**src/rssw_pkg.sv**
```systemverilog
// Shared types, codes and constants for the range subset sorted window block.
`default_nettype none
package rssw_pkg;

  localparam int MAX_ITEMS_DEF   = 32;
  localparam int VALUE_WIDTH_DEF = 32;
  localparam int BOUND_W         = 40;
  localparam int IN_W            = 32;
  localparam int NUM_W           = 6;
  localparam int KIND_W          = 2;
  localparam int APB_AW          = 4;
  localparam int APB_DW          = 64;

  localparam logic [KIND_W-1:0] KIND_SIZE  = 2'd0;
  localparam logic [KIND_W-1:0] KIND_INDEX = 2'd1;
  localparam logic [KIND_W-1:0] KIND_NONE  = 2'd2;

  typedef enum logic [3:0] {
    S_LOAD,
    S_PREFIX,
    S_KHI_RD,
    S_KHI_EV,
    S_KLO_RD,
    S_KLO_EV,
    S_WIN_RD,
    S_WIN_EV,
    S_MASK_RD,
    S_MASK_SET,
    S_EMIT_SIZE,
    S_SCAN,
    S_EMIT_NONE
  } state_t;

  typedef enum logic [1:0] {
    RD_KHIGH,
    RD_KLOW,
    RD_WIN,
    RD_ORIGIN
  } rd_sel_t;

  typedef enum logic [1:0] {
    OUT_SIZE,
    OUT_IDX,
    OUT_NONE
  } out_sel_t;

  typedef struct packed {
    logic     ins;
    logic     pre_step;
    logic     k_init;
    logic     k_inc;
    logic     i_init;
    logic     i_inc;
    logic     rd_en;
    rd_sel_t  rd_sel;
    logic     mj_init;
    logic     mj_inc;
    logic     mask_set;
    logic     sj_init;
    logic     sj_inc;
    logic     out_load;
    out_sel_t out_sel;
    logic     batch_clr;
  } cmd_t;

  typedef struct packed {
    logic last_pre;
    logic above_high;
    logic below_low;
    logic k_last;
    logic i_last;
    logic mj_last;
    logic bit_set;
    logic bit_final;
    logic out_busy;
  } status_t;

endpackage
`default_nettype wire

```
**src/rssw_regs.sv**
```systemverilog
// Bound registers behind the APB-style configuration port.
`default_nettype none
module rssw_regs
  import rssw_pkg::*;
(
  input  wire logic              clk,
  input  wire logic              rst,
  input  wire logic              psel,
  input  wire logic              penable,
  input  wire logic              pwrite,
  input  wire logic [APB_AW-1:0] paddr,
  input  wire logic [APB_DW-1:0] pwdata,
  output logic      [APB_DW-1:0] prdata,
  output logic                   pready,
  output logic     [BOUND_W-1:0] low_bound,
  output logic     [BOUND_W-1:0] high_bound
);

  logic wr;

  assign pready = 1'b1;
  assign wr     = psel && penable && pwrite;

  always_ff @(posedge clk) begin
    if (rst) begin
      low_bound  <= '0;
      high_bound <= '0;
    end else if (wr) begin
      if (paddr[3]) begin
        high_bound <= pwdata[BOUND_W-1:0];
      end else begin
        low_bound <= pwdata[BOUND_W-1:0];
      end
    end
  end

  assign prdata = paddr[3] ? APB_DW'(high_bound) : APB_DW'(low_bound);

endmodule
`default_nettype wire

```
**config.mk**
```make
export PLATFORM = sky130hd
export DESIGN_NAME = rssw_regs
export DESIGN_NICKNAME = d
export VERILOG_FILES = /design/src/rssw_pkg.sv /design/src/rssw_regs.sv
export SDC_FILE = /design/constraint.sdc
export NUM_CORES = 1
export LEC_CHECK = 0
export ABC_AREA = 1
export BUFFER_PORTS_ARGS = -buffer_cell sky130_fd_sc_hd__buf_4
export CAP_MARGIN = 20
export CORE_MARGIN = 2
export CORE_UTILIZATION = 41
export CTS_CLUSTER_DIAMETER = 30
export CTS_CLUSTER_SIZE = 24
export DETAILED_ROUTE_END_ITERATION = 16
export GPL_TIMING_DRIVEN = 0
export PLACE_DENSITY = 0.81
export SLEW_MARGIN = 20
export SYNTH_ARGS = -nofsm -noshare
export SYNTH_HDL_FRONTEND = slang
export SYNTH_SLANG_ARGS = --single-unit
```
**constraint.sdc**
```tcl
create_clock -name clk -period 0.9 [get_ports clk]
set_input_delay 0.09 -clock clk [delete_from_list [all_inputs] [get_ports clk]]
set_output_delay 0.09 -clock clk [all_outputs]
set_load 0.02 [all_outputs]
```
Word level (Yosys, flattened, before mapping)
Index checks and enable logic that the tools add are counted.
{"block": "totals", "reg_bits": 80, "inputBits": 73, "out_inout_bits": 145, "wordCells": 8}
{"block": "op_classes", "mux": 1, "bitwise": 1, "reduce_logical": 4}
{"operator": "40-bit 2-to-1 mux", "n": 1}
{"operator": "2-bit AND reduction", "n": 2}
{"operator": "1-bit logical AND", "n": 2}
{"operator": "1-bit NOT", "n": 1}

Depth between registers and ports, before layout
{"block": "logic_depth", "depth_word": 3, "mapped_depth": 6, "ltp_nobuf": 5}

Worst setup path after synthesis
Ideal clock, no wire load.
{"block": "synth_timing", "path_kind": "input port to output port", "startpoint": "in paddr[3]", "endpoint": "out prdata[0]", "arrival_time_ns": 0.749, "t_required_ns": 0.810, "slack_ns": 0.061, "stages": 5, "n_path_buf": 2, "cell_sequence": "buf_4 > inv_2 > buf_2 > nand2_1 > nand2_1"}
{"block": "synth_between", "elab_chain_len": 1}
{"element": "start: declaration", "line": "rssw_regs.sv:11", "source": "input wire logic [APB_AW-1:0] paddr,"}
{"element": "40-bit 2-to-1 mux", "line": "rssw_regs.sv:37", "source": "assign prdata = paddr[3] ? APB_DW'(high_bound) : APB_DW'(low_bound);"}
{"element": "end: declaration", "line": "rssw_regs.sv:13", "source": "output logic [APB_DW-1:0] prdata,"}
No other way between the ends.

Final worst setup path
{"block": "layout_timing", "startpoint": "reg low_bound[14]", "endpoint": "out prdata[14]"}
{"block": "layout_between", "elab_chain_len": 1}
{"element": "start: declaration", "line": "rssw_regs.sv:15", "source": "output logic [BOUND_W-1:0] low_bound,"}
{"element": "start signal: assignment", "line": "rssw_regs.sv:32", "source": "low_bound <= pwdata[BOUND_W-1:0];"}
{"element": "40-bit 2-to-1 mux", "line": "rssw_regs.sv:37"}
No other way between the ends.

==> results.cfg <==
[worst_setup_path]
endpoint_kind = output port
crit_end = prdata[14]
crit_start = low_bound[14]
r2r-start = high_bound[38]
r2r-end = high_bound[38]
reg2reg_slack_ns = 0.08
cp_max_fo = 3
cp.required_ns = 0.81
crit_type = reg2out
r2r_cells = 4
critPathArrivalTime_ns = 0.98
start_kind = register

[global_routing]
grt_pass1_vias = 4115
grtUsageTotal_pct = 23.4
grt_overflow = 0
grt_pass1_wl_mm = 19.6
antenna_found_initial = 0
grt_max_degree = 14

[cts]
tritoncts = built
cts.clk_slew.worst_paths_ns = 0.09
cts.htree.levels = 3
ctsLongestPathBuffers = 2
cts_buffers = 9
cts-root-buf = clkbuf_8
cts_num_sinks = 80
insertion_delay_ns = 0.34

[drt]
wl_per_cell_um = 13.9
drc = 0
first_pass_iters = 4
viasPerCell = 4.72
drt_iter0_drc = 236
routed_wl_mm = 14.3
vias = 4856
drt.antenna.violating_nets = 0

[placed_design]
place_area_um2 = 5510
gp_congestion = 0.844
hpwl_mm = 8.67
place_ws_ns = -0.250
port_buffers = 164

[sta]
final-hold-violation-count = 0
fin_skew_ns = 0
fmax_ghz = 0.934
setup_ws_ns = -0.171
fin_crit_ns = 1.07
relSlewSlack_pct = 65.6
slew_viol_final = 0
rsz0062_at_grt = true
setup_viol = 118
holdWs_ns = 0.0703
fin_crit_sh_pct = 119
worst_slew_pin_slew_ns = 0.517

[synthesis]
ys.warnings.count = 0
ys_seq_area_share_pct = 39.8
synthCells = 636
syn_area_um2 = 4030
ys_ff_latch = 80
ys_types = 15
synth.avg_cell_area_um2 = 6.33

[cells_and_area]
fin_nets = 964
final_cell_mix = 174 x nand2_1, 173 x buf_6, 160 x nor2_1
final_core_util_pct = 71.9
fillerInstances = 766
antenna-diode-count = 0
drive_gt1_share_pct = 45.0
final_cell_area_um2 = 6940
syn_to_final_growth_pct = 72.3
final_common_cell = nand2_1

[run]
drv_cap = 0

[power_and_ir_drop]
peakVddDrop_mv = 0.812
power.density_nw_per_um2 = 1230
leakage_nw = 3.56

[floorplanning]
start_util_pct = 41.8
fp-row-count = 36
die_h_um = 103
die_area_um2 = 10600
core_area_um2 = 9640
io_pins = 218
die_x_um = 103

[status]
violations = negative setup slack
status = finished, violations left

[hold_path]
hold_path_class = in2reg
==> state kept, by name, summed over array words and instances (netlist names) <==
signal / count
high_bound: 40
low_bound: 40
==> power by group <==
part / switching [mW] / total [mW] / internal [mW]
Sequential: 0.127 / 3.81 / 3.68
Clock: 1.34 / 2.71 / 1.37
Combinational: 1.06 / 2.00 / 0.938
Total: 2.53 / 8.51 / 5.98
==> layout make-up <==
type,instances,area [um^2],share of cell area (%)
clock buffers,12,145,2.09
clock inverters,4,53.8,0.776
well taps,133,166,2.40
inverters,43,164,2.36
flip-flops and latches,80,1710,24.7
repair buffers,221,2260,32.6
plain buffers,66,475,6.86
multi-input cells,470,1960,28.2
==> cells in the mapped netlist <==
library cell / number / share of area (%)
nand2_1: 201 / 19
nor2_1: 160 / 15
dfxtp_1: 80 / 40
nand3_1: 80 / 9.9
inv_1: 40 / 3.7
buf_4: 30 / 5.6
buf_1: 12 / 1.1
buf_6: 12 / 3.4
buf_2: 8 / 0.99
clkbuf_1: 4 / 0.37
inv_2: 3 / 0.28
conb_1: 2 / 0.19
nor2_4: 2 / 0.56
nand3_2: 1 / 0.25
nor2_2: 1 / 0.16
==> layer usage <==
layer | routed length [um] | vias to the layer above | track usage (%)
li1 | - | 2379 | -
met1 | 5690 | 2261 | 28.9
met2 | 7440 | 187 | 41.5
met3 | 920 | 29 | 3.80
met4 | 270 | 0 | 7.89
met5 | 0 | - | 0
==> per-stage QoR <==
stage | instances | setup TNS [ns] | total power [mW]
2_1_floorplan | 659 | 0 | 4.84
3_5_place_dp | 956 | -23.43 | 5.46
4_1_cts | 977 | -7.76 | 8.30
6_report | 1029 | -10.53 | 8.51
3_3_place_gp | 956 | -22.80 | 5.44
5_1_grt | 1029 | -14.58 | 8.88
==> cell families (layout without fill, tap and decap cells) <==
kind of cell	count (synthesis)	after routing	share of synthesized area, %
and+or+nand+nor	445	445	44.6
buffers and inverters	109	346	15.4
DFF	80	80	39.8
other	2	25	0.187
==> repair_timing <==
item | 4_1_cts | 5_1_grt
hold buffers | 0 | 0
setup endpoints to repair | 120 | 120
buffers inserted | 5 | 52
pin swaps | 23 | 23
resized for setup | 208 | 73
==> critical path, cell delays in order (launching register included) <==
cell,delay (ns)
dfxtp_2,0.36
nand2_1,0.07
nand2_2,0.09
buf_6,0.12
==> worst min path at each step <==
stage / startpoint / endpoint / slack [ns] / cells past startpoint
2_1_floorplan: pwdata[0] / high_bound[0] / 0.32 / 4
3_3_place_gp: pwdata[8] / high_bound[8] / 0.41 / 5
3_5_place_dp: pwdata[4] / high_bound[4] / 0.42 / 5
4_1_cts: pwdata[24] / high_bound[24] / 0.06 / 5
5_1_grt: pwdata[14] / high_bound[14] / 0.08 / 5
6_report: pwdata[8] / high_bound[8] / 0.07 / 5
Note: power is estimated with default switching activity, not from simulation.
