## config.mk

```make
export PLATFORM = sky130hd
export DESIGN_NAME = rssw_ctrl
export DESIGN_NICKNAME = d
export VERILOG_FILES = /design/src/rssw_pkg.sv /design/src/rssw_ctrl.sv
export SDC_FILE = /design/constraint.sdc
export NUM_CORES = 1
export LEC_CHECK = 0
export BUFFER_PORTS_ARGS = -buffer_cell sky130_fd_sc_hd__clkbuf_2
export CORE_MARGIN = 2
export CORE_UTILIZATION = 35
export CTS_CLUSTER_SIZE = 40
export DETAILED_ROUTE_END_ITERATION = 8
export PLACE_DENSITY_LB_ADDON = 0.25
export SLEW_MARGIN = 30
export SYNTH_ARGS = -nofsm -noshare
export SYNTH_HDL_FRONTEND = slang
export SYNTH_SLANG_ARGS = --single-unit
```

## constraint.sdc

```tcl
create_clock -name clk -period 1.3 [get_ports clk]
set_input_delay 0 -clock clk [delete_from_list [all_inputs] [get_ports clk]]
set_output_delay 0 -clock clk [all_outputs]
set_load 0.05 [all_outputs]
```

## src/rssw_pkg.sv

```systemverilog
// Shared types, codes and constants for the range subset sorted window block.
`default_nettype none
package rssw_pkg;

  localparam int MAX_ITEMS_DEF   = 32;
  localparam int VALUE_WIDTH_DEF = 32;
  localparam int BOUND_W         = 40;
  localparam int IN_W            = 32;
  localparam int NUM_W           = 6;
  localparam int KIND_W          = 2;
  localparam int APB_AW          = 4;
  localparam int APB_DW          = 64;

  localparam logic [KIND_W-1:0] KIND_SIZE  = 2'd0;
  localparam logic [KIND_W-1:0] KIND_INDEX = 2'd1;
  localparam logic [KIND_W-1:0] KIND_NONE  = 2'd2;

  typedef enum logic [3:0] {
    S_LOAD,
    S_PREFIX,
    S_KHI_RD,
    S_KHI_EV,
    S_KLO_RD,
    S_KLO_EV,
    S_WIN_RD,
    S_WIN_EV,
    S_MASK_RD,
    S_MASK_SET,
    S_EMIT_SIZE,
    S_SCAN,
    S_EMIT_NONE
  } state_t;

  typedef enum logic [1:0] {
    RD_KHIGH,
    RD_KLOW,
    RD_WIN,
    RD_ORIGIN
  } rd_sel_t;

  typedef enum logic [1:0] {
    OUT_SIZE,
    OUT_IDX,
    OUT_NONE
  } out_sel_t;

  typedef struct packed {
    logic     ins;
    logic     pre_step;
    logic     k_init;
    logic     k_inc;
    logic     i_init;
    logic     i_inc;
    logic     rd_en;
    rd_sel_t  rd_sel;
    logic     mj_init;
    logic     mj_inc;
    logic     mask_set;
    logic     sj_init;
    logic     sj_inc;
    logic     out_load;
    out_sel_t out_sel;
    logic     batch_clr;
  } cmd_t;

  typedef struct packed {
    logic last_pre;
    logic above_high;
    logic below_low;
    logic k_last;
    logic i_last;
    logic mj_last;
    logic bit_set;
    logic bit_final;
    logic out_busy;
  } status_t;

endpackage
`default_nettype wire

```

## src/rssw_ctrl.sv

```systemverilog
// Sequencer for loading, prefix build, window search and result emission.
`default_nettype none
module rssw_ctrl
  import rssw_pkg::*;
(
  input  wire logic    clk,
  input  wire logic    rst,
  input  wire logic    in_valid,
  input  wire logic    last_item,
  output logic         in_ready,
  input  wire status_t st,
  output cmd_t         cmd
);

  state_t state, state_next;

  always_ff @(posedge clk) begin
    if (rst) begin
      state <= S_LOAD;
    end else begin
      state <= state_next;
    end
  end

  always_comb begin
    state_next = state;
    cmd        = '0;
    cmd.rd_sel = RD_KHIGH;
    cmd.out_sel = OUT_SIZE;
    in_ready   = 1'b0;
    case (state)
      S_LOAD: begin
        in_ready = 1'b1;
        if (in_valid) begin
          cmd.ins = 1'b1;
          if (last_item) begin
            state_next = S_PREFIX;
          end
        end
      end
      S_PREFIX: begin
        cmd.pre_step = 1'b1;
        if (st.last_pre) begin
          cmd.k_init = 1'b1;
          state_next = S_KHI_RD;
        end
      end
      S_KHI_RD: begin
        cmd.rd_en  = 1'b1;
        cmd.rd_sel = RD_KHIGH;
        state_next = S_KHI_EV;
      end
      S_KHI_EV: begin
        if (st.above_high) begin
          if (st.k_last) begin
            state_next = S_EMIT_NONE;
          end else begin
            cmd.k_inc  = 1'b1;
            state_next = S_KHI_RD;
          end
        end else begin
          state_next = S_KLO_RD;
        end
      end
      S_KLO_RD: begin
        cmd.rd_en  = 1'b1;
        cmd.rd_sel = RD_KLOW;
        state_next = S_KLO_EV;
      end
      S_KLO_EV: begin
        if (st.below_low) begin
          if (st.k_last) begin
            state_next = S_EMIT_NONE;
          end else begin
            cmd.k_inc  = 1'b1;
            state_next = S_KHI_RD;
          end
        end else begin
          cmd.i_init = 1'b1;
          state_next = S_WIN_RD;
        end
      end
      S_WIN_RD: begin
        cmd.rd_en  = 1'b1;
        cmd.rd_sel = RD_WIN;
        state_next = S_WIN_EV;
      end
      S_WIN_EV: begin
        if (!st.below_low && !st.above_high) begin
          cmd.mj_init = 1'b1;
          state_next  = S_MASK_RD;
        end else if (!st.i_last) begin
          cmd.i_inc  = 1'b1;
          state_next = S_WIN_RD;
        end else if (st.k_last) begin
          state_next = S_EMIT_NONE;
        end else begin
          cmd.k_inc  = 1'b1;
          state_next = S_KHI_RD;
        end
      end
      S_MASK_RD: begin
        cmd.rd_en  = 1'b1;
        cmd.rd_sel = RD_ORIGIN;
        state_next = S_MASK_SET;
      end
      S_MASK_SET: begin
        cmd.mask_set = 1'b1;
        if (st.mj_last) begin
          cmd.sj_init = 1'b1;
          state_next  = S_EMIT_SIZE;
        end else begin
          cmd.mj_inc = 1'b1;
          state_next = S_MASK_RD;
        end
      end
      S_EMIT_SIZE: begin
        if (!st.out_busy) begin
          cmd.out_load = 1'b1;
          cmd.out_sel  = OUT_SIZE;
          state_next   = S_SCAN;
        end
      end
      S_SCAN: begin
        if (!st.bit_set) begin
          cmd.sj_inc = 1'b1;
        end else if (!st.out_busy) begin
          cmd.out_load = 1'b1;
          cmd.out_sel  = OUT_IDX;
          cmd.sj_inc   = 1'b1;
          if (st.bit_final) begin
            cmd.batch_clr = 1'b1;
            state_next    = S_LOAD;
          end
        end
      end
      S_EMIT_NONE: begin
        if (!st.out_busy) begin
          cmd.out_load  = 1'b1;
          cmd.out_sel   = OUT_NONE;
          cmd.batch_clr = 1'b1;
          state_next    = S_LOAD;
        end
      end
      default: begin
        state_next = S_LOAD;
      end
    endcase
  end

endmodule
`default_nettype wire

```

======== After elaboration in Yosys (flattened, before gate mapping) ========
Index checks and enable logic that the tools add are counted.
storage, ports and cells
  flip-flop bits (word level) ............. 4
  input bits .............................. 13
  output and inout port bits .............. 19
  logic and storage cells ................. 72
cells by class
  equal/unequal tests ..................... 20
  muxes and demuxes ....................... 46
  reduce and logical (&&, ||, !) cells .... 5
operator list
  kind                                                                   count
  4-bit two-way mux                                                      15
  4-bit case mux with 13 select lines                                    1
  1-bit two-way mux                                                      21
  4-bit equality test, second input constant                             5
  4-bit by 3-bit equality test with 1-bit output, second input constant  4
  2-bit != test, second input constant                                   8
  3-bit case mux with 4 select lines                                     1
  3-bit case mux with 3 select lines                                     1
  4-bit by 2-bit equality test with 1-bit output, second input constant  2
  8-bit AND reduction                                                    1
  3-bit two-way mux                                                      2
  5-bit two-way mux                                                      1
  4-bit by 1-bit equality test with 1-bit output, second input constant  1
  4-bit zero test                                                        1
  2-bit two-way mux                                                      2
  1-bit case mux with 3 select lines                                     1
  1-bit zero test                                                        2
  1-bit case mux with 2 select lines                                     1
  1-bit logical AND                                                      1

======== Longest topological paths before layout ========
Gate-level depths: netlist of the first run.
  depth after elaboration ................. 4
  gate-level depth with buffers ........... 7
  gate-level depth less buffers ........... 5

======== Worst setup path after synthesis of the first run ========
OpenSTA, ideal clock, no wires.
  kind .................................... flip-flop to output port
  start point ............................. reg state[3]
  end point ............................... out cmd[0] (netlist bit)
  data arrival time ....................... 2442 ps
  required time ........................... 1300 ps
  path slack .............................. -1142 ps
  cell stages (with the launch flop) ...... 5
  buffers on the path ..................... 1
  cell sequence ........................... dfxtp_1 > buf_4 > nand4b_1 > nor3b_1 > a21o_1
RTL lines
  element                   RTL line         source
  start: declaration        rssw_ctrl.sv:15  state_t state, state_next;
  start signal: assignment  rssw_ctrl.sv:21  state <= state_next;
  end: declaration          rssw_ctrl.sv:12  output cmd_t cmd

======== Worst setup path after layout of the first run ========
  start point ............................. reg state[3]
  end point ............................... reg state[0]
between the ends
  cells in the longest elaborated chain, start to end .. 3
  elaborated cells between the ends (all ways) .. 23
  classes of those cells .................. eq/ne (20); mux (1); reduce/logical (2)
ends and longest elaborated chain
  element                                                                 RTL line         source
  4-bit by 1-bit equality test with 1-bit output (tied with other cells)  rssw_ctrl.sv:31  case (state)
  2-bit != test (no line)                                                 --
  8-bit AND reduction (no line)                                           --
Parallel ways exist; a longest one is shown, timed or not.
A chain may end at the register's enable or synchronous reset.

==> results of run 1 <==
cell usage after synthesis, drive strengths merged, types with 3 or more instances:
library cell	instances	area (sq um)
o21ai	4	20.0
and2	3	18.8
nand2	9	36.3
dfxtp	4	80.1
buf	7	48.8
a21o	5	37.5
inv	5	18.8
nor3	4	20.0
nor2	11	41.3
nor2b	5	31.3
a21oi	6	33.8
nand2b	3	18.8
a2bb2oi	4	35.0
layout make-up:
type	instances	area, sq um	share of cell area [%]
sequential	4	95.1	5.96
inverter	5	23.8	1.49
multi-input combinational	75	752	47.1
tap	25	31.3	1.96
timing repair buffer	65	672	42.1
clock buffer	3	22.5	1.41
critical path: stages (launching register included):
cell                        delay (ns)
sky130_fd_sc_hd__dfxtp_4          0.36
sky130_fd_sc_hd__buf_6            0.12
sky130_fd_sc_hd__buf_6            0.12
sky130_fd_sc_hd__buf_4            0.14
sky130_fd_sc_hd__o211ai_2         0.09
sky130_fd_sc_hd__o2111ai_4        0.21
sky130_fd_sc_hd__a211o_1          0.32
sky130_fd_sc_hd__a21oi_2          0.13
power breakdown:
part | switching, mW | total (mW) | internal, mW
clock | 0.0613 | 0.165 | 0.104
sequential | 0.0940 | 0.272 | 0.178
combinational | 1.32 | 2.44 | 1.12
logic make-up (layout without fill, tap and decap cells):
| kind of cell | Yosys count | in the layout | share of synthesized area [%] |
|---|---|---|---|
| AOI/OAI and AO/OA | 27 | 27 | 34.1 |
| DFF | 4 | 4 | 12.3 |
| muxes | 1 | 1 | 1.54 |
| xor gates and xnor gates | 2 | 2 | 2.70 |
| buffers and inverters | 12 | 73 | 10.4 |
| and+or+nand+nor | 45 | 45 | 38.9 |
timing repair:
item                       in CTS  in global routing
pin swaps                      13                 11
hold endpoints to repair        1                  0
setup buffers                  14                  1
resized for setup              64                 32
setup endpoints to repair      23                 23
hold buffers                    1                  0
gates cloned                    0                  0
metal layers:
layer	track usage [%]	routed length [microns]	share of wire (%)
met1	37.8	1230	34
met2	59.7	1870	51
met3	10.8	408	11
met4	15.6	174	4.7
met5	0	0	0
worst paths after layout:
path | start | to | cells after the start
setup / recovery | state[3] | state[0] | 7
setup reg to reg | state[3] | state[0] | 7
hold / removal | st[5] | state[2] | 3
hold reg to reg | state[3] | state[3] | 3
through the flow:
step                instances  hold slack, ns  setup TNS (ns)  power [mW]  util, %
CTS                       176           0.175           -2.07        2.40     86.2
detailed placement        159           0.236           -1.18        1.68     63.7
floorplan                  91          0.0588           -2.50        1.29        -
global placement          159           0.231          -0.950        1.66     63.7
global route              177           0.224           -4.04        2.97     92.5
finish                    177           0.208           -3.19        2.88     92.5
==> impl_metrics.yaml, run 1 <==
floorplanning:
  initial_util_pct: 37.6
  placementRows: 15
  chip_height_microns: 47.1
  number_of_i_o_pins: 32
  design.die.area_sq_um: 2220
  die_w_microns: 47.1
  core-area_sq_um: 1730
route:
  drt-initial-drc-count: 38
  detail_route.drc_violations: 0
  finalWirelength_microns: 3680
  route.vias.total: 1043
  detailedRoute.firstPassIterationCount: 6
  drt-wirelength-per-cell_microns: 20.8
  drtAntennaViolNets: 0
  detail_route.vias_per_cell: 5.89
logic_synthesis:
  synth.avg_cell_area_sq_um: 7.14
  mappedNetlistArea_sq_um: 649
  synth_async_sr_flop_share_pct: 0
  dominantRegCellSynth: "sky130_fd_sc_hd__dfxtp_1"
  synth_fp_nets: 104
  post_synth_num_cell_types: 34
  number_of_synthesized_register_bits: 4
  post_synth_inst_count: 91
  synth.yosys.warnings: 0
  yosysSeqAreaShare_pct: 12.3
  synth-edff-count: 0
sta:
  grt_setup_unrepaired: "true"
  finalWorstPathRequiredPeriod_ns: 1.56
  max_freq_ghz: 0.641
  worst-slew-pin-transition_ns: 0.318
  slew_headroom_pct: 78.8
  finClkSkew_ns: 0.000601
  setup_viol: 21
  timing.final.hold_violations: 0
  maxSlewViolCount: 0
  setup_ws_ns: -0.259
  layout_worst_path_cycle_share_pct: 120
cts:
  cts.sinks: 4
  cts.root.buffer_cell: "sky130_fd_sc_hd__clkbuf_4"
  max-clock-path-buffers: 2
  worstSkewPairLatency_ns: 0.24
  numCtsBuffers: 3
  htreeDepth: 1
  cts_tree: "built"
  cts.clk_slew.worst_paths_ns: 0.04
job:
  timing.max_cap.violations: 0
min_path:
  timing.hold.worst.class: "in -> reg"
final_layout:
  layout.cell_area.non_filler_sq_um: 1600
  final.fill_count: 67
  biggestRegsByFlops: "state (4)"
  register_with_the_most_flip_flops: "state"
  largest_reg_flops: 4
  final_cell_mix: "sky130_fd_sc_hd__buf_4 (20), sky130_fd_sc_hd__clkbuf_2 (13), sky130_fd_sc_hd__buf_6 (13)"
  finalNetCount: 167
  post_route_cells_drive_above_1_share_pct: 74.3
  synthToLayoutAreaGrowth_pct: 146
  layout_commonest_cell: "sky130_fd_sc_hd__buf_4"
  diodes: 0
place:
  place.port_buffers: 31
  hpwl_microns: 1610
  place_worst_setup_slack_ns: -0.170
  placedInstanceArea_sq_um: 1100
  final_weighted_congestion_in_routability_driven_placement: 0.843
worst_setup_path:
  start_kind: "flop"
  critical_path_class: "reg -> reg"
  worst_ep_required_time_ns: 1.47
  reg2reg_slack_ns: -0.26
  cp_data_arrival_time_ns: 1.73
  end_kind: "flop"
  cp_max_fo: 7
run_status:
  status: "finished with violations"
  failed_checks: "setup timing"
power_and_ir_drop:
  irDropWorstVdd_mv: 1.62
  power_per_cell_area_nw_per_um2: 1800
  static-leakage-power_nw: 0.703
grt:
  grt_pass1_vias: 1027
  antenna_found_initial: 0
  grt_pass1_wl_microns: 5160
  grt_max_degree: 8
  grtUsageTotal_pct: 34.2
  globalRoute.totalOverflow: 0
(Power assumes the default switching activity.)
==> inputs of run 2 (changes only) <==
--- a/config.mk
+++ b/config.mk
@@ -5,12 +5,14 @@
 export SDC_FILE = /design/constraint.sdc
 export NUM_CORES = 1
 export LEC_CHECK = 0
+export ABC_AREA = 1
 export BUFFER_PORTS_ARGS = -buffer_cell sky130_fd_sc_hd__clkbuf_2
 export CORE_MARGIN = 2
 export CORE_UTILIZATION = 35
 export CTS_CLUSTER_SIZE = 40
 export DETAILED_ROUTE_END_ITERATION = 8
 export PLACE_DENSITY_LB_ADDON = 0.25
+export SKIP_LAST_GASP = 1
 export SLEW_MARGIN = 30
 export SYNTH_ARGS = -nofsm -noshare
 export SYNTH_HDL_FRONTEND = slang
==> run 2 against run 1 <==
The flow still finishes with violations (setup timing). Cell count up 5.6%. Wire length down 24%. Flip-flop and latch count unchanged. Register-to-register slack better by 0.24 ns. Sequential power down 4%. Die area down 9.0%. Global-route usage down 12 points. Non-clock buffer count down 18. Sequential share of layout area up 1.2 points. Worst setup slack better by 0.16 ns. Largest cell class unchanged.
==> impl_metrics.yaml, run 2 <==
run_status:
  status: "finished with violations"
  failed_checks: "setup timing"
place:
  place.port_buffers: 31
  final_weighted_congestion_in_routability_driven_placement: 0.886
  placedInstanceArea_sq_um: 918
  hpwl_microns: 1510
  place_inst: 177
grt:
  grt_max_degree: 8
  grt_pass1_vias: 836
  grtUsageTotal_pct: 22.4
  globalRoute.totalOverflow: 0
  grt_pass1_wl_microns: 3370
  antenna_found_initial: 0
worst_setup_path:
  crit_chain: "nor2_4, nand2_4, nor2_4, o21ai_2, o22ai_2, buf_8"
  critical_path_class: "reg -> out"
  worst_ep_required_time_ns: 1.30
  cp_max_fo: 4
  end_kind: "output port"
  critical_path.most_common_cell: "sky130_fd_sc_hd__nor2_4"
  cp_data_arrival_time_ns: 1.40
  critical-path-top-delay-family: "simple AND/OR/NAND/NOR gates"
  start_kind: "flop"
  worstPathBufferInverterCount: 1
  max_stage_delay_ns: 0.37
  crit_slowest_cell: "sky130_fd_sc_hd__dfxtp_4"
logic_synthesis:
  dominantRegCellSynth: "sky130_fd_sc_hd__dfxtp_1"
  post_synth_num_cell_types: 17
  synth.yosys.warnings: 0
  synth_fp_nets: 134
  synth_async_sr_flop_share_pct: 0
  synth_top_family_by_area: "simple AND/OR/NAND/NOR gates"
  number_of_synthesized_register_bits: 4
  synth.avg_cell_area_sq_um: 4.84
  mappedNetlistArea_sq_um: 586
  synth_top_cells_by_area: "sky130_fd_sc_hd__nand2_1 (26%), sky130_fd_sc_hd__inv_1 (14%), sky130_fd_sc_hd__dfxtp_1 (14%), sky130_fd_sc_hd__nor2_1 (12%), sky130_fd_sc_hd__a21oi_1 (6.8%)"
  yosysTopAreaCell: "sky130_fd_sc_hd__nand2_1"
  netlist_top_cells_count: "sky130_fd_sc_hd__nand2_1 (41), sky130_fd_sc_hd__inv_1 (22), sky130_fd_sc_hd__nor2_1 (18)"
  synthDominantCellAreaShare_pct: 26.3
  synth-edff-count: 0
  synth_xor_xnor_area_share_pct: 0
  synth.mux.area_fraction_pct: 0
  synth_adder_area_share_pct: 0
  synth_compound_area_share_pct: 14.5
  post_synth_inst_count: 121
  yosysSeqAreaShare_pct: 13.7
  post-synth-top-count-cell: "sky130_fd_sc_hd__nand2_1"
  post_synth_and_or_nand_nor_area_fraction_pct: 56.4
route:
  finalWirelength_microns: 2790
  detail_route.drc_violations: 0
  detailedRoute.firstPassIterationCount: 4
  detail_route.vias_per_cell: 5.46
  drt-wirelength-per-cell_microns: 14.9
  drt-initial-drc-count: 41
  route.vias.total: 1021
  drtAntennaViolNets: 0
cts:
  max-clock-path-buffers: 2
  cts_tree: "built"
  htreeDepth: 1
  numCtsBuffers: 3
  cts.sinks: 4
  cts.clk_slew.worst_paths_ns: 0.05
  worstSkewPairLatency_ns: 0.24
  cts.root.buffer_cell: "sky130_fd_sc_hd__clkbuf_4"
floorplanning:
  initial_util_pct: 38.0
  core-area_sq_um: 1540
  chip_height_microns: 44.9
  placementRows: 14
  number_of_i_o_pins: 32
  design.die.area_sq_um: 2020
  die_w_microns: 44.9
final_layout:
  synthToLayoutAreaGrowth_pct: 127
  biggestRegsByFlops: "state (4)"
  finalNetCount: 186
  largest_reg_flops: 4
  diodes: 0
  layout.cell_area.non_filler_sq_um: 1330
  layout_commonest_cell: "sky130_fd_sc_hd__nand2_1"
  final_cell_mix: "sky130_fd_sc_hd__nand2_1 (28), sky130_fd_sc_hd__inv_1 (13), sky130_fd_sc_hd__clkbuf_2 (13)"
  layout.core_utilization_pct: 86.1
  post_route_cells_drive_above_1_share_pct: 63.2
  register_with_the_most_flip_flops: "state"
  post_layout_nonfiller_instances: 187
power_and_ir_drop:
  totalPowerFinal_mw: 1.71
  power_per_cell_area_nw_per_um2: 1290
  irDropWorstVdd_mv: 1.16
  static-leakage-power_nw: 0.662
job:
  timing.max_cap.violations: 0
sta:
  totalNegativeSetupSlack_ns: -0.542
  max_freq_ghz: 0.715
  grt_setup_unrepaired: "true"
  finalWorstPathRequiredPeriod_ns: 1.40
  finClkSkew_ns: 0.0128
  maxSlewViolCount: 0
  timing.final.hold_violations: 0
  setup_viol: 12
  slew_headroom_pct: 81.7
  layout_worst_path_cycle_share_pct: 108
  setup_ws_ns: -0.0987
  worst-slew-pin-transition_ns: 0.276
min_path:
  timing.hold.worst.class: "in -> reg"
run 2: cell types whose count changed in the layout (fill, tap and decap cells not counted), sizes merged, moves of 3 or more:
| cell | previous run | this run |
|---|---|---|
| nand2 | 9 | 44 |
| nand3 | 1 | 6 |
| a2bb2oi | 4 | 0 |
| buf | 46 | 29 |
| and2 | 3 | 0 |
| a21o | 5 | 0 |
| nand2b | 3 | 0 |
| nor2 | 11 | 24 |
| nor2b | 5 | 0 |
| inv | 5 | 23 |
run 2: cell type report:
class,instances,area (sq um)
Multi-Input combinational cell,93,652
Timing Repair Buffer,47,434
Fill cell,93,214
Inverter,24,104
Sequential cell,4,95.1
Clock buffer,3,22.5
Tap cell,16,20.0
run 2: path summary, 6_finish.rpt:
check / to / slack, ns / start / cells after the start
min reg2reg: state[3] / 0.53 / state[3] / 2
min: state[2] / 0.16 / st[0] / 3
max: cmd[14] / -0.1 / state[2] / 6
max reg2reg: state[1] / -0.02 / state[0] / 7
run 2: logic make-up (layout without fill, tap and decap cells):
logic type	after synthesis	count (layout)
flip-flops	4	4
AND/OR/NAND/NOR	78	78
buffers and inverters	24	74
AO/OA/AOI/OAI	15	15
run 2: timing repair:
item,in CTS,in global routing
endpoints found under the setup margin,19,21
hold buffers,1,0
setup buffers,1,5
endpoints found under the hold margin,4,0
resized for setup,52,58
pin swaps,7,16
run 2: worst min-delay path, delay by kind of cell:
family | cells | cell delay [ns]
compound gates | 1 | 0.06
buf+inv | 1 | 0.18
simple gates | 1 | 0.12
run 2: report_power, final:
group	leakage [nW]	total (mW)	internal [mW]	switching [mW]
Clock	0.0138	0.160	0.104	0.0566
Sequential	0.0355	0.262	0.165	0.0963
Combinational	0.612	1.29	0.461	0.826
Total	0.662	1.71	0.730	0.979
run 2: per-stage QoR:
stage,setup slack [ns],hold WS (ns)
after floorplan,-0.308,0.0571
after global placement,-0.0208,0.211
after detailed placement,-0.0432,0.206
after CTS,-0.0547,0.151
after global routing,-0.143,0.183
final,-0.0987,0.164
run 2: metal layers:
metal | track usage, % | vias to the layer above | share of wire (%)
li1 | - | 479 | -
met4 | 5.29 | 0 | 5.0
met1 | 29.2 | 467 | 39
met3 | 5.60 | 14 | 7.8
met2 | 37.1 | 61 | 48
met5 | 0 | - | 0
==> inputs of run 3 (changes only) <==
--- a/config.mk
+++ b/config.mk
@@ -11,7 +11,7 @@
 export CORE_UTILIZATION = 35
 export CTS_CLUSTER_SIZE = 40
 export DETAILED_ROUTE_END_ITERATION = 8
-export PLACE_DENSITY_LB_ADDON = 0.25
+export PLACE_DENSITY = 0.68
 export SKIP_LAST_GASP = 1
 export SLEW_MARGIN = 30
 export SYNTH_ARGS = -nofsm -noshare
==> run 3 against run 2 <==
The flow still finishes with violations (setup timing). Die area did not move. Non-clock buffer count rose by 4. Sequential share of layout area barely moved. Critical path depth did not move. Flip-flop and latch count did not move. Clock skew fell by 0.0061 ns. Cell area fell by 0.56%. Count of clock-buffer cells in the layout did not move. Critical path type unchanged. Largest cell class unchanged. Largest power group unchanged.
==> impl_metrics.yaml, run 3 (synthesized netlist as in run 2, its figures left out) <==
job:
  timing.max_cap.violations: 0
route:
  route.vias.total: 1002
  drtAntennaViolNets: 0
  drt-initial-drc-count: 45
  drt-wirelength-per-cell_microns: 14.2
  detail_route.vias_per_cell: 5.25
  detail_route.drc_violations: 0
  detailedRoute.firstPassIterationCount: 4
  finalWirelength_microns: 2710
worst_setup_path:
  r2r_cells: 8
  cp_max_fo: 5
  critical_path_class: "reg -> out"
  cp_data_arrival_time_ns: 1.39
  startpoint: "state[0]"
  crit_chain: "nor2_4, nand2_2, nor2_4, inv_2, o311ai_4, buf_8"
  crit_slowest_cell: "sky130_fd_sc_hd__dfxtp_4"
  r2r_end: "state[3]"
  reg2reg_slack_ns: -0.07
  worst-path-stages: 6
  worst_ep_required_time_ns: 1.30
  critical-path-top-delay-family: "simple AND/OR/NAND/NOR gates"
  worstPathBufferInverterCount: 2
  crit-reg2reg-launch: "state[2]"
  end_kind: "output port"
  critical_path.most_common_cell: "sky130_fd_sc_hd__nor2_4"
  endpoint: "cmd[3]"
  max_stage_delay_ns: 0.38
  start_kind: "flop"
run_status:
  failed_checks: "setup timing"
  status: "finished with violations"
floorplanning:
  core-area_sq_um: 1540
  design.die.area_sq_um: 2020
  number_of_i_o_pins: 32
  die_w_microns: 44.9
  initial_util_pct: 38.0
  chip_height_microns: 44.9
  placementRows: 14
cts:
  cts_tree: "built"
  numCtsBuffers: 3
  cts.root.buffer_cell: "sky130_fd_sc_hd__clkbuf_4"
  cts.clk_slew.worst_paths_ns: 0.04
  htreeDepth: 1
  worstSkewPairLatency_ns: 0.24
  cts.sinks: 4
  max-clock-path-buffers: 2
final_layout:
  layout.cell_area.non_filler_sq_um: 1320
  register_with_the_most_flip_flops: "state"
  post_layout_nonfiller_instances: 191
  synthToLayoutAreaGrowth_pct: 125
  layout.core_utilization_pct: 85.6
  finalNetCount: 190
  final.fill_count: 90
  biggestRegsByFlops: "state (4)"
  post_route_cells_drive_above_1_share_pct: 63.4
  diodes: 0
  layout_commonest_cell: "sky130_fd_sc_hd__nand2_1"
  final_cell_mix: "sky130_fd_sc_hd__nand2_1 (25), sky130_fd_sc_hd__buf_4 (17), sky130_fd_sc_hd__nand2_2 (13), sky130_fd_sc_hd__clkbuf_2 (13), sky130_fd_sc_hd__inv_1 (12)"
  largest_reg_flops: 4
sta:
  worst-slew-pin-transition_ns: 0.275
  timing.hold.ws_ns: 0.197
  timing.final.hold_violations: 0
  max_freq_ghz: 0.718
  totalNegativeSetupSlack_ns: -0.413
  grt_setup_unrepaired: "true"
  maxSlewViolCount: 0
  finClkSkew_ns: 0.00673
  layout_worst_path_cycle_share_pct: 107
  setup_ws_ns: -0.0928
  slew_headroom_pct: 81.7
  finalWorstPathRequiredPeriod_ns: 1.39
  setup_viol: 10
place:
  place_worst_setup_slack_ns: -0.0355
  final_weighted_congestion_in_routability_driven_placement: 0.910
  hpwl_microns: 1510
  place.port_buffers: 31
  placedInstanceArea_sq_um: 933
  place_inst: 179
grt:
  globalRoute.totalOverflow: 0
  grt_pass1_vias: 941
  grt_max_degree: 7
  antenna_found_initial: 0
  grtUsageTotal_pct: 24.4
  grt_pass1_wl_microns: 3660
power_and_ir_drop:
  static-leakage-power_nw: 0.664
  power_per_cell_area_nw_per_um2: 1300
  totalPowerFinal_mw: 1.72
  irDropWorstVdd_mv: 1.14
min_path:
  timing.hold.worst.class: "in -> reg"
## run 3: cell types whose count changed in the layout (fill, tap and decap cells not counted), sizes merged
cell    before  now
clkbuf      20   22
buf         29   31
## run 3: per-layer routing
metal,global-route usage (%),wire length [microns],part of all wire [%],vias up
met5,0,0,0,-
met4,7.06,95,3.5,0
met3,5.60,200,7.4,12
met2,49.0,1480,55,62
met1,24.3,928,34,442
li1,-,-,-,486
## run 3: how the worst min path moves through the flow
stage                     startpoint  slack, ns  depth (start not counted)       end
after floorplan                st[0]       0.06                          1    cmd[2]
after global placement           rst       0.22                          2  state[3]
after detailed placement         rst       0.22                          2  state[3]
after CTS                      st[0]       0.16                          3  state[2]
after global routing           st[0]       0.21                          3  state[2]
final                          st[0]       0.20                          3  state[2]
## run 3: area by class of cell
| type | instances | area [sq um] | area share, % |
|---|---|---|---|
| clock buffer | 3 | 22.5 | 1.71 |
| tap | 16 | 20.0 | 1.52 |
| inverter | 24 | 104 | 7.87 |
| sequential | 4 | 95.1 | 7.20 |
| multi-input combinational | 93 | 619 | 46.9 |
| timing repair buffer | 51 | 459 | 34.8 |
## run 3: where the power goes
part	switching, mW	internal [mW]
logic	0.822	0.487
registers	0.0916	0.165
clock network	0.0526	0.103
total	0.966	0.756
## run 3: what timing repair did
item	4_1_cts	5_1_grt
pin swaps	8	17
hold buffers	1	0
gates resized for setup	52	49
buffers inserted	6	2
endpoints found under the setup margin	20	21
hold endpoints to repair	4	0
## run 3: worst min-delay path, delay by kind of cell
family          cells  cell delay [ns]
buf+inv             1             0.17
simple gates        1             0.14
compound gates      1             0.08
